==> src/rtl/sorted_reference_row_range_tracker_top_assert.svh <==
// Assertion macros used by the range tracker RTL.
// Depends on nothing; included by files that carry concurrent assertions.
`ifndef SORTED_REFERENCE_ROW_RANGE_TRACKER_TOP_ASSERT_SVH
`define SORTED_REFERENCE_ROW_RANGE_TRACKER_TOP_ASSERT_SVH

// Same-cycle implication, disabled while reset is held low.
`define SRRT_ASSERT_IMPLIES(label, clk_s, rstn_s, ante, cons) \
  label: assert property (@(posedge clk_s) disable iff (!(rstn_s)) (ante) |-> (cons)) \
    else $error("srrt assertion failed");

// Next-cycle implication, disabled while reset is held low.
`define SRRT_ASSERT_NEXT(label, clk_s, rstn_s, ante, cons) \
  label: assert property (@(posedge clk_s) disable iff (!(rstn_s)) (ante) |=> (cons)) \
    else $error("srrt assertion failed");

`endif

==> src/rtl/srrt_pkg.sv <==
// Types and codes of the sorted reference row range tracker.
// Used by every module of the block; depends on nothing.
package srrt_pkg;

  localparam logic OP_ADD  = 1'b0;
  localparam logic OP_READ = 1'b1;

  localparam logic CFG_REF_COUNT = 1'b0;
  localparam logic CFG_TRACK_EN  = 1'b1;

  localparam int ROW_W = 31;

  typedef enum logic [2:0] {
    ST_OK                    = 3'd0,
    ST_MAPPED_AFTER_UNMAPPED = 3'd1,
    ST_REVISITED             = 3'd2,
    ST_POS_DECREASED         = 3'd3,
    ST_OUT_OF_RANGE          = 3'd4,
    ST_ABANDONED             = 3'd5
  } status_t;

  typedef struct packed {
    logic               opcode;
    logic signed [10:0] ref_id;
    logic signed [31:0] position;
    logic [ROW_W-1:0]   row;
  } item_t;

  typedef struct packed {
    logic             started;
    logic [ROW_W-1:0] begin_row;
    logic [ROW_W-1:0] end_row;
  } entry_t;

  typedef struct packed {
    logic signed [10:0] prev_ref;
    logic signed [31:0] prev_pos;
    logic               sorted;
    logic               unm_started;
  } track_state_t;

  typedef struct packed {
    status_t          status;
    logic             sorted_nxt;
    logic             upd;
    logic             upd_unm;
    logic             present;
    logic [ROW_W-1:0] rd_begin;
    logic [ROW_W-1:0] rd_end;
    entry_t           wr_entry;
  } decision_t;

endpackage

==> src/rtl/srrt_check.sv <==
// Order check and entry update decision for one registered item.
// Combinational; uses srrt_pkg types.
module srrt_check #(
  parameter int MAX_REFERENCES = 1024,
  parameter int SLOT_W = 11
) (
  input  srrt_pkg::item_t        item,
  input  srrt_pkg::track_state_t state,
  input  logic                   tracking_en,
  input  logic [10:0]            ref_count,
  input  srrt_pkg::entry_t       mem_entry,
  input  logic                   cur_valid,
  input  logic [SLOT_W-1:0]      cur_slot,
  input  srrt_pkg::entry_t       cur_entry,
  output srrt_pkg::decision_t    dec,
  output logic [SLOT_W-1:0]      wr_slot
);

  localparam logic [SLOT_W-1:0] UNM_SLOT = SLOT_W'(MAX_REFERENCES);

  logic [31:0]               id_wide;
  logic                      id_neg;
  logic                      id_unm;
  logic                      id_in_range;
  logic                      slot_ok;
  logic [SLOT_W-1:0]         slot;
  logic                      hit;
  srrt_pkg::entry_t          ent;
  logic [srrt_pkg::ROW_W-1:0] end_sat;

  always_comb begin
    id_wide     = 32'(unsigned'(item.ref_id));
    id_neg      = item.ref_id[10];
    id_unm      = &item.ref_id;
    id_in_range = !id_neg && (id_wide < 32'(ref_count)) && (id_wide < 32'(MAX_REFERENCES));
    slot        = id_unm ? UNM_SLOT : id_wide[SLOT_W-1:0];
    slot_ok     = id_unm || id_in_range;
    // The entry of the current run lives in registers; the table copy may lag.
    hit         = cur_valid && (cur_slot == slot);
    ent         = hit ? cur_entry : mem_entry;
    end_sat     = (&item.row) ? item.row : item.row + 1'b1;

    dec                    = '0;
    dec.status             = srrt_pkg::ST_OK;
    dec.sorted_nxt         = state.sorted;
    dec.upd_unm            = id_unm;
    dec.wr_entry.started   = 1'b1;
    dec.wr_entry.begin_row = ent.started ? ent.begin_row : item.row;
    dec.wr_entry.end_row   = end_sat;
    wr_slot                = slot;

    if (!tracking_en || !state.sorted) begin
      dec.status = srrt_pkg::ST_ABANDONED;
    end else if (item.opcode == srrt_pkg::OP_ADD) begin
      if (item.ref_id != state.prev_ref) begin
        if (!id_neg) begin
          if (state.unm_started) begin
            dec.status = srrt_pkg::ST_MAPPED_AFTER_UNMAPPED;
          end else if (!id_in_range) begin
            dec.status = srrt_pkg::ST_OUT_OF_RANGE;
          end else if (ent.started) begin
            dec.status = srrt_pkg::ST_REVISITED;
          end
        end else if (!id_unm) begin
          dec.status = srrt_pkg::ST_OUT_OF_RANGE;
        end
      end else begin
        if (!id_neg && ($signed(state.prev_pos) > $signed(item.position))) begin
          dec.status = srrt_pkg::ST_POS_DECREASED;
        end else if (!slot_ok) begin
          dec.status = srrt_pkg::ST_OUT_OF_RANGE;
        end
      end
      if (dec.status == srrt_pkg::ST_OK) begin
        dec.upd = 1'b1;
      end else begin
        dec.sorted_nxt = 1'b0;
      end
    end else begin
      if (!slot_ok) begin
        dec.status = srrt_pkg::ST_OUT_OF_RANGE;
      end else if (ent.started) begin
        dec.present  = 1'b1;
        dec.rd_begin = ent.begin_row;
        dec.rd_end   = ent.end_row;
      end
    end
  end

endmodule

==> config.mk <==
export PLATFORM = sky130hd
export DESIGN_NAME = srrt_check
export DESIGN_NICKNAME = d
export VERILOG_FILES = /design/src/rtl/sorted_reference_row_range_tracker_top_assert.svh /design/src/rtl/srrt_pkg.sv /design/src/rtl/srrt_check.sv
export SDC_FILE = /design/constraint.sdc
export NUM_CORES = 1
export LEC_CHECK = 0
export BUFFER_PORTS_ARGS = -buffer_cell sky130_fd_sc_hd__buf_2
export CAP_MARGIN = 40
export CORE_AREA = 2 2 159 161
export DETAILED_ROUTE_END_ITERATION = 6
export DIE_AREA = 0 0 161 163
export PLACE_DENSITY_LB_ADDON = 0.3
export SYNTH_ARGS = -nofsm -noshare
export SYNTH_HDL_FRONTEND = slang
export SYNTH_SLANG_ARGS = --single-unit
==> constraint.sdc <==
create_clock -name vclk -period 4.1
set_input_delay 0.82 -clock vclk [all_inputs]
set_output_delay 0.82 -clock vclk [all_outputs]
set_load 0.1 [all_outputs]
==> impl_results.md, run 1 <==
- GR Util met1: 19.97%
- WHS Path Cells: 2
- Final weighted congestion in routability-driven placement: 0.8943
- Slew HR: 64.32%
- Cts hold-fix bufs: 0
- Synth cell count leaders: 151 x nand2_1, 59 x a21oi_2, 53 x inv_1
- CP Data Arrival Time: 3.36 ns
- Largest net degree at the start of global routing: 63
- Yosys warns: 0
- Die height: 163 um
- DR pass1 iterations: 4
- Top cells by area, synth: nand2_1 14%, ha_1 13%, a21oi_2 13%
- GR peak layer: met2
- CP max FO: 6
- Detail Route Antenna Nets: 0
- Vias in the first global route: 6207
- HP Class: in -> out
- Setup violators final: 70
- Slew @ Worst Pin: 0.5303 ns
- Fin Hold WS: 2.036 ns
- Status: finished, violations left
- Met2 Use GR: 33.67%
- Post-synth cell types: 56
- Peak supply drop: 0.07794 mV
- Initial antenna violation count: 2
- Post-synthesis compound-gate area fraction: 32.15%
- Synthesized instance count: 620
- Die W: 161 um
- GR met3 Demand/Resource: 2.063%
- Nets: 1403
- Most frequent cell after synthesis: nand2_1
- DRC violations left: 0
- Total track usage: 17.09%
- RSZ-0062 raised after global routing: true
- I/O pin count: 413
- Worst setup EP type: output port
- Footprint of the multi-input gates: 0.004861 mm^2
- CP Class: in -> out
- # rows: 58
- Multiplexer area fraction after synthesis: 0.2799%
- Num sequential: 0
- Max-cap violations: 0
- Synth Net Count: 933
- Peak Freq: 239.1 MHz
- First-pass GRT wire length: 35480 um
- Post-synthesis sequential area ratio: 0%
- Layout Area Growth over Synthesis: 161.3%
- Req. time, crit path: 3.28 ns
- Largest area contributor in the netlist: nand2_1
- Synth Area per Inst: 6.490 um^2
- Vias per cell: 4.480
- DRT iter0 DRCs: 233
- Routed length per instance: 17.51 um
- Leakage: 4.704 nW
- Period minus WS final: 4.183 ns
- Post-synthesis xor/xnor area fraction: 9.142%
- Mapped cell area: 0.004024 mm^2
- # clk buffers: 0
- Drt total wl: 24840 um
- Via Count: 6357
- Final WS setup: -0.08289 ns
- I/O Buffers: 412
- # fillers: 2420
- GR Overflow Total: 0
- Final Cycle Share: 102.0%
- Max Slew Vio Count: 0
- Synth top area share: 14.09%
- Simple-Gate Fraction of Synth Area: 34.55%
- Die Area: 0.02624 mm^2
- Crit start category: input port
- Largest family of logic cells by synthesized area: simple AND/OR/NAND/NOR gates
- Fin. Hold Viols: 0
- Power density over the cells: 116.7 mW/mm^2
- Core box area: 0.02467 mm^2
- Register area: 0 um^2
- Share of layout cells above drive strength 1: 61.58%
- Post-detailed-placement half-perimeter wirelength: 20500 um
- Failing checks: negative setup slack
- Initial Util: 16.31%
- Final core occ: 42.62%
- Adder-cell share of the synthesized area: 13.37%
-- worst max-delay path: stages --
cell,delay [ns]
buf_6,0.09
inv_2,0.04
o2bb2ai_2,0.10
or4_1,0.53
a211o_1,0.31
or4b_4,0.53
a21o_4,0.28
buf_12,0.16
buf_16,0.15
a21oi_4,0.16
buf_12,0.20
-- power breakdown --
group	internal [W]	leakage, nW	total [W]	switching [W]
Clock	0.0000000000326	0.00000634	0.0000000000326	0
Combinational	0.000487	4.70	0.00123	0.000740
Sequential	0	0	0	0
-- path summary, 6_finish.rpt --
path	start	slack [ns]	endpoint
setup / recovery	item[67]	-0.08	dec[79]
hold / removal	item[73]	2.04	wr_slot[10]
-- repair_timing --
action                                  CTS  global route
cloned                                    7             4
endpoints found under the setup margin   99            99
buffers inserted                         13             4
gates resized for setup                  78            43
pin swaps                                12            11
-- cells in the final DEF, fill, tap and decap left out, types with 3 or more instances in the layout --
cell type | Yosys | layout
a31oi_1 | 4 | 3
buf_8 | 0 | 3
buf_12 | 0 | 132
inv_1 | 53 | 46
buf_16 | 0 | 7
nand2_1 | 151 | 150
o21ai_0 | 9 | 6
ha_4 | 0 | 12
ha_1 | 43 | 31
xor2_2 | 0 | 6
clkbuf_16 | 0 | 4
xnor2_1 | 33 | 19
nand2b_1 | 33 | 33
o221a_4 | 0 | 31
nor3_1 | 10 | 7
a21oi_4 | 0 | 62
a21o_1 | 5 | 3
nor2b_1 | 5 | 5
nand3_1 | 21 | 20
buf_6 | 7 | 17
nand4_1 | 18 | 18
nor2_1 | 13 | 13
xor2_1 | 9 | 3
and3_1 | 5 | 5
a21oi_2 | 59 | 3
a21oi_1 | 22 | 16
buf_4 | 4 | 58
buf_2 | 4 | 283
xnor2_2 | 0 | 14
and4_1 | 5 | 5
inv_2 | 1 | 7
and2_1 | 9 | 9
-- kinds of logic after synthesis --
kind of cell,count (synthesis)
and+or+nand+nor,288
other,1
buffers and inverters,91
muxes,1
adders and majority gates,43
xor gates and xnor gates,42
AOI/OAI and AO/OA,154
-- stage by stage --
step	worst slack (ns)	instance area, um^2	cells	TNS, ns	total power, W
2_1_floorplan	-0.3691	5039	620	-19.30	0.0006793
3_3_place_gp	-0.3778	9585	1394	-32.38	0.001143
3_5_place_dp	-0.3925	9585	1394	-33.96	0.001152
4_1_cts	-0.08488	10180	1413	-2.964	0.001194
5_1_grt	-0.1535	10520	1419	-7.879	0.001287
6_report	-0.08289	10520	1419	-2.797	0.001227
-- per-layer routing --
layer	part of all wire (%)	vias to the layer above
li1	-	3120
met1	38	2928
met2	54	279
met3	5.8	30
met4	1.9	0
met5	0	-
-- layout make-up --
class	count	area share, %
tap	330	3.927
multi-input combinational	529	46.23
timing repair buffer	504	47.77
antenna	1	0.02380
inverter	55	2.047
Note: power is estimated with default switching activity, not from simulation.
==> run 2: changes to the inputs <==
--- a/config.mk
+++ b/config.mk
@@ -5,11 +5,12 @@
 export SDC_FILE = /design/constraint.sdc
 export NUM_CORES = 1
 export LEC_CHECK = 0
+export ABC_AREA = 1
 export BUFFER_PORTS_ARGS = -buffer_cell sky130_fd_sc_hd__buf_2
 export CAP_MARGIN = 40
-export CORE_AREA = 2 2 159 161
+export CORE_AREA = 2 2 161 163
 export DETAILED_ROUTE_END_ITERATION = 6
-export DIE_AREA = 0 0 161 163
+export DIE_AREA = 0 0 163 165
 export PLACE_DENSITY_LB_ADDON = 0.3
 export SYNTH_ARGS = -nofsm -noshare
 export SYNTH_HDL_FRONTEND = slang
==> run 2 against run 1 <==
Net effect: the flow now finishes without violations; non-clock buffer count is 62 lower; flip-flop and latch count stayed put; combinational power is 11% lower; design area is 16% lower; final cell count is 7.3% higher; sequential share of layout area stayed put; area after synthesis is 3.1% higher; worst setup slack better by 0.29 ns; critical endpoint is now dec[85]; largest power group unchanged.
==> impl_results.md, run 2 <==
- Core box area: 0.02504 mm^2 (was 0.02467 mm^2)
- Pre-CTS setup slack: 0.1385 ns (was -0.3925 ns)
- DR pass1 iterations: 5 (was 4)
- Max-cap violations: 0 (unchanged)
- Commonest non-fill, non-tap cells in the layout: 293 x buf_2, 266 x nand2_1, 123 x buf_12 (was 283 x buf_2, 150 x nand2_1, 132 x buf_12)
- Vias in the first global route: 6424 (was 6207)
- Post-synthesis sequential area ratio: 0% (unchanged)
- Max Slew Vio Count: 0 (unchanged)
- Final weighted congestion in routability-driven placement: 0.8641 (was 0.8943)
- Slew HR: 65.03% (was 64.32%)
- Setup violators final: 0 (was 70)
- Register area: 0 um^2 (unchanged)
- Period minus WS final: 3.889 ns (was 4.183 ns)
- DRT iter0 DRCs: 361 (was 233)
- Slew @ Worst Pin: 0.5197 ns (was 0.5303 ns)
- Crit start category: input port (unchanged)
- CP Data Arrival Time: 3.07 ns (was 3.36 ns)
- CP max FO: 29 (was 6)
- Peak Freq: 257.1 MHz (was 239.1 MHz)
- Initial antenna violation count: 0 (was 2)
- Largest net degree at the start of global routing: 41 (was 63)
- Fin Hold WS: 2.002 ns (was 2.036 ns)
- First-pass GRT wire length: 35670 um (was 35480 um)
- Peak supply drop: 0.1175 mV (was 0.07794 mV)
- Post-synth cell types: 37 (was 56)
- Top cells by area, synth: nand2_1 24%, ha_1 13%, a21oi_2 10% (was nand2_1 14%, ha_1 13%, a21oi_2 13%)
- I/O Buffers: 412 (unchanged)
- Final WS setup: 0.2111 ns (was -0.08289 ns)
- # rows: 58 (unchanged)
- Final core occ: 35.28% (was 42.62%)
- GR Overflow Total: 0 (unchanged)
- Routed length per instance: 16.13 um (was 17.51 um)
- Die W: 163 um (was 161 um)
- Final Cycle Share: 94.85% (was 102.0%)
- Leakage: 4.575 nW (was 4.704 nW)
- Worst setup EP type: output port (unchanged)
- Req. time, crit path: 3.28 ns (about the same)
- I/O pin count: 413 (unchanged)
- # clk buffers: 0 (unchanged)
- CP Class: in -> out (unchanged)
- Synth cell count leaders: 267 x nand2_1, 109 x inv_1, 77 x nor2_1 (was 151 x nand2_1, 59 x a21oi_2, 53 x inv_1)
- Synthesized instance count: 780 (was 620)
- Share of layout cells above drive strength 1: 47.61% (was 61.58%)
- Post-detailed-placement half-perimeter wirelength: 21650 um (was 20500 um)
- Commonest non-fill, non-tap cell in the layout: buf_2 (unchanged)
- Fin. Hold Viols: 0 (unchanged)
- Num sequential: 0 (unchanged)
- Nets: 1506 (was 1403)
- Cts hold-fix bufs: 0 (unchanged)
- Die height: 165 um (was 163 um)
- Sum Neg Setup Slack: 0 ns (was -2.797 ns)
- Total track usage: 16.76% (was 17.09%)
- Multiplexer area fraction after synthesis: 0% (was 0.2799%)
- Synth Net Count: 1093 (was 933)
- Via Count: 6566 (was 6357)
- RSZ-0062 raised after global routing: false (was true)
- Synth top area share: 24.15% (was 14.09%)
- Detail Route Antenna Nets: 0 (unchanged)
- Power density over the cells: 124.0 mW/mm^2 (was 116.7 mW/mm^2)
- Most frequent cell after synthesis: nand2_1 (unchanged)
- Simple-Gate Fraction of Synth Area: 43.80% (was 34.55%)
- Initial Util: 16.58% (was 16.31%)
- Largest family of logic cells by synthesized area: simple AND/OR/NAND/NOR gates (unchanged)
- Vias per cell: 4.314 (was 4.480)
- Yosys warns: 0 (unchanged)
- Mapped cell area: 0.004150 mm^2 (was 0.004024 mm^2)
- Drt total wl: 24550 um (was 24840 um)
- Status: finished clean (was finished, violations left)
- Largest area contributor in the netlist: nand2_1 (unchanged)
- Adder-cell share of the synthesized area: 12.96% (was 13.37%)
- Synth Area per Inst: 5.321 um^2 (was 6.490 um^2)
- Die Area: 0.02690 mm^2 (was 0.02624 mm^2)
- Layout Area Growth over Synthesis: 112.8% (was 161.3%)
- Post-synthesis xor/xnor area fraction: 6.331% (was 9.142%)
- DRC violations left: 0 (unchanged)
- Post-synthesis compound-gate area fraction: 21.65% (was 32.15%)
- HP Class: in -> out (unchanged)
-- run 2: cell types whose count changed after synthesis, sizes merged, moves of 23 or more --
cell and delta:
inv +57, nor2 +69, nand2b -33, o221a -31, xnor2 -23, nand2 +120
-- run 2: kinds of logic (layout without fill, tap and decap cells) --
kind of cell,after synthesis,in the layout
AOI/OAI and AO/OA,130,130
and+or+nand+nor,433,434
adders and majority gates,43,43
other,1,2
buffers and inverters,143,553
xor gates and xnor gates,30,30
-- run 2: critical path, stage by stage --
cell     delay (ns)
buf_2          0.15
nand2_1        0.10
nor2_4         0.18
nand3_4        0.15
nand2_1        0.13
xor2_1         0.15
nand2_1        0.07
nor2_2         0.15
nand2_4        0.09
nand2_2        0.09
nand2_4        0.06
inv_4          0.08
nand2_4        0.12
buf_12         0.21
a21oi_2        0.27
buf_12         0.22
-- run 2: layer usage --
layer / routed length (um) / GRT usage [%] / share of wire, % / vias up
li1: - / - / - / 3326
met1: 10250 / 22.14 / 42 / 2949
met2: 12220 / 29.60 / 50 / 263
met3: 1650 / 2.009 / 6.7 / 28
met4: 433 / 2.735 / 1.8 / 0
met5: 0 / 0 / 0 / -
-- run 2: where the power goes --
part	leakage (nW)	total, W	switching [W]	internal (W)
registers	0	0	0	0
clock network	0.00000634	0.0000000000326	0	0.0000000000326
logic	4.58	0.00109	0.000717	0.000378
-- run 2: area by class of cell --
| class | count | area [um^2] |
|---|---|---|
| fill | 2718 | 16200 |
| timing repair buffer | 442 | 4144 |
| multi-input combinational | 638 | 3855 |
| inverter | 111 | 419.2 |
| tap | 330 | 412.9 |
| antenna | 1 | 2.502 |
-- run 2: final timing paths --
| check | start | endpoint | depth (start not counted) |
|---|---|---|---|
| hold / removal | state[1] | dec[128] | 4 |
| setup / recovery | item[65] | dec[85] | 16 |
-- run 2: what timing repair did --
action | CTS | global route
setup endpoints to repair | 0 | 5
gates resized for setup | 0 | 8
buffers inserted | 0 | 2
-- run 2: metrics by stage --
stage	cell area (um^2)	total power (W)	std cells
after floorplan	4449	0.0006544	780
after global placement	8773	0.001090	1518
after detailed placement	8773	0.001095	1518
after CTS	8773	0.001098	1518
after global routing	8831	0.001163	1521
final	8833	0.001095	1522
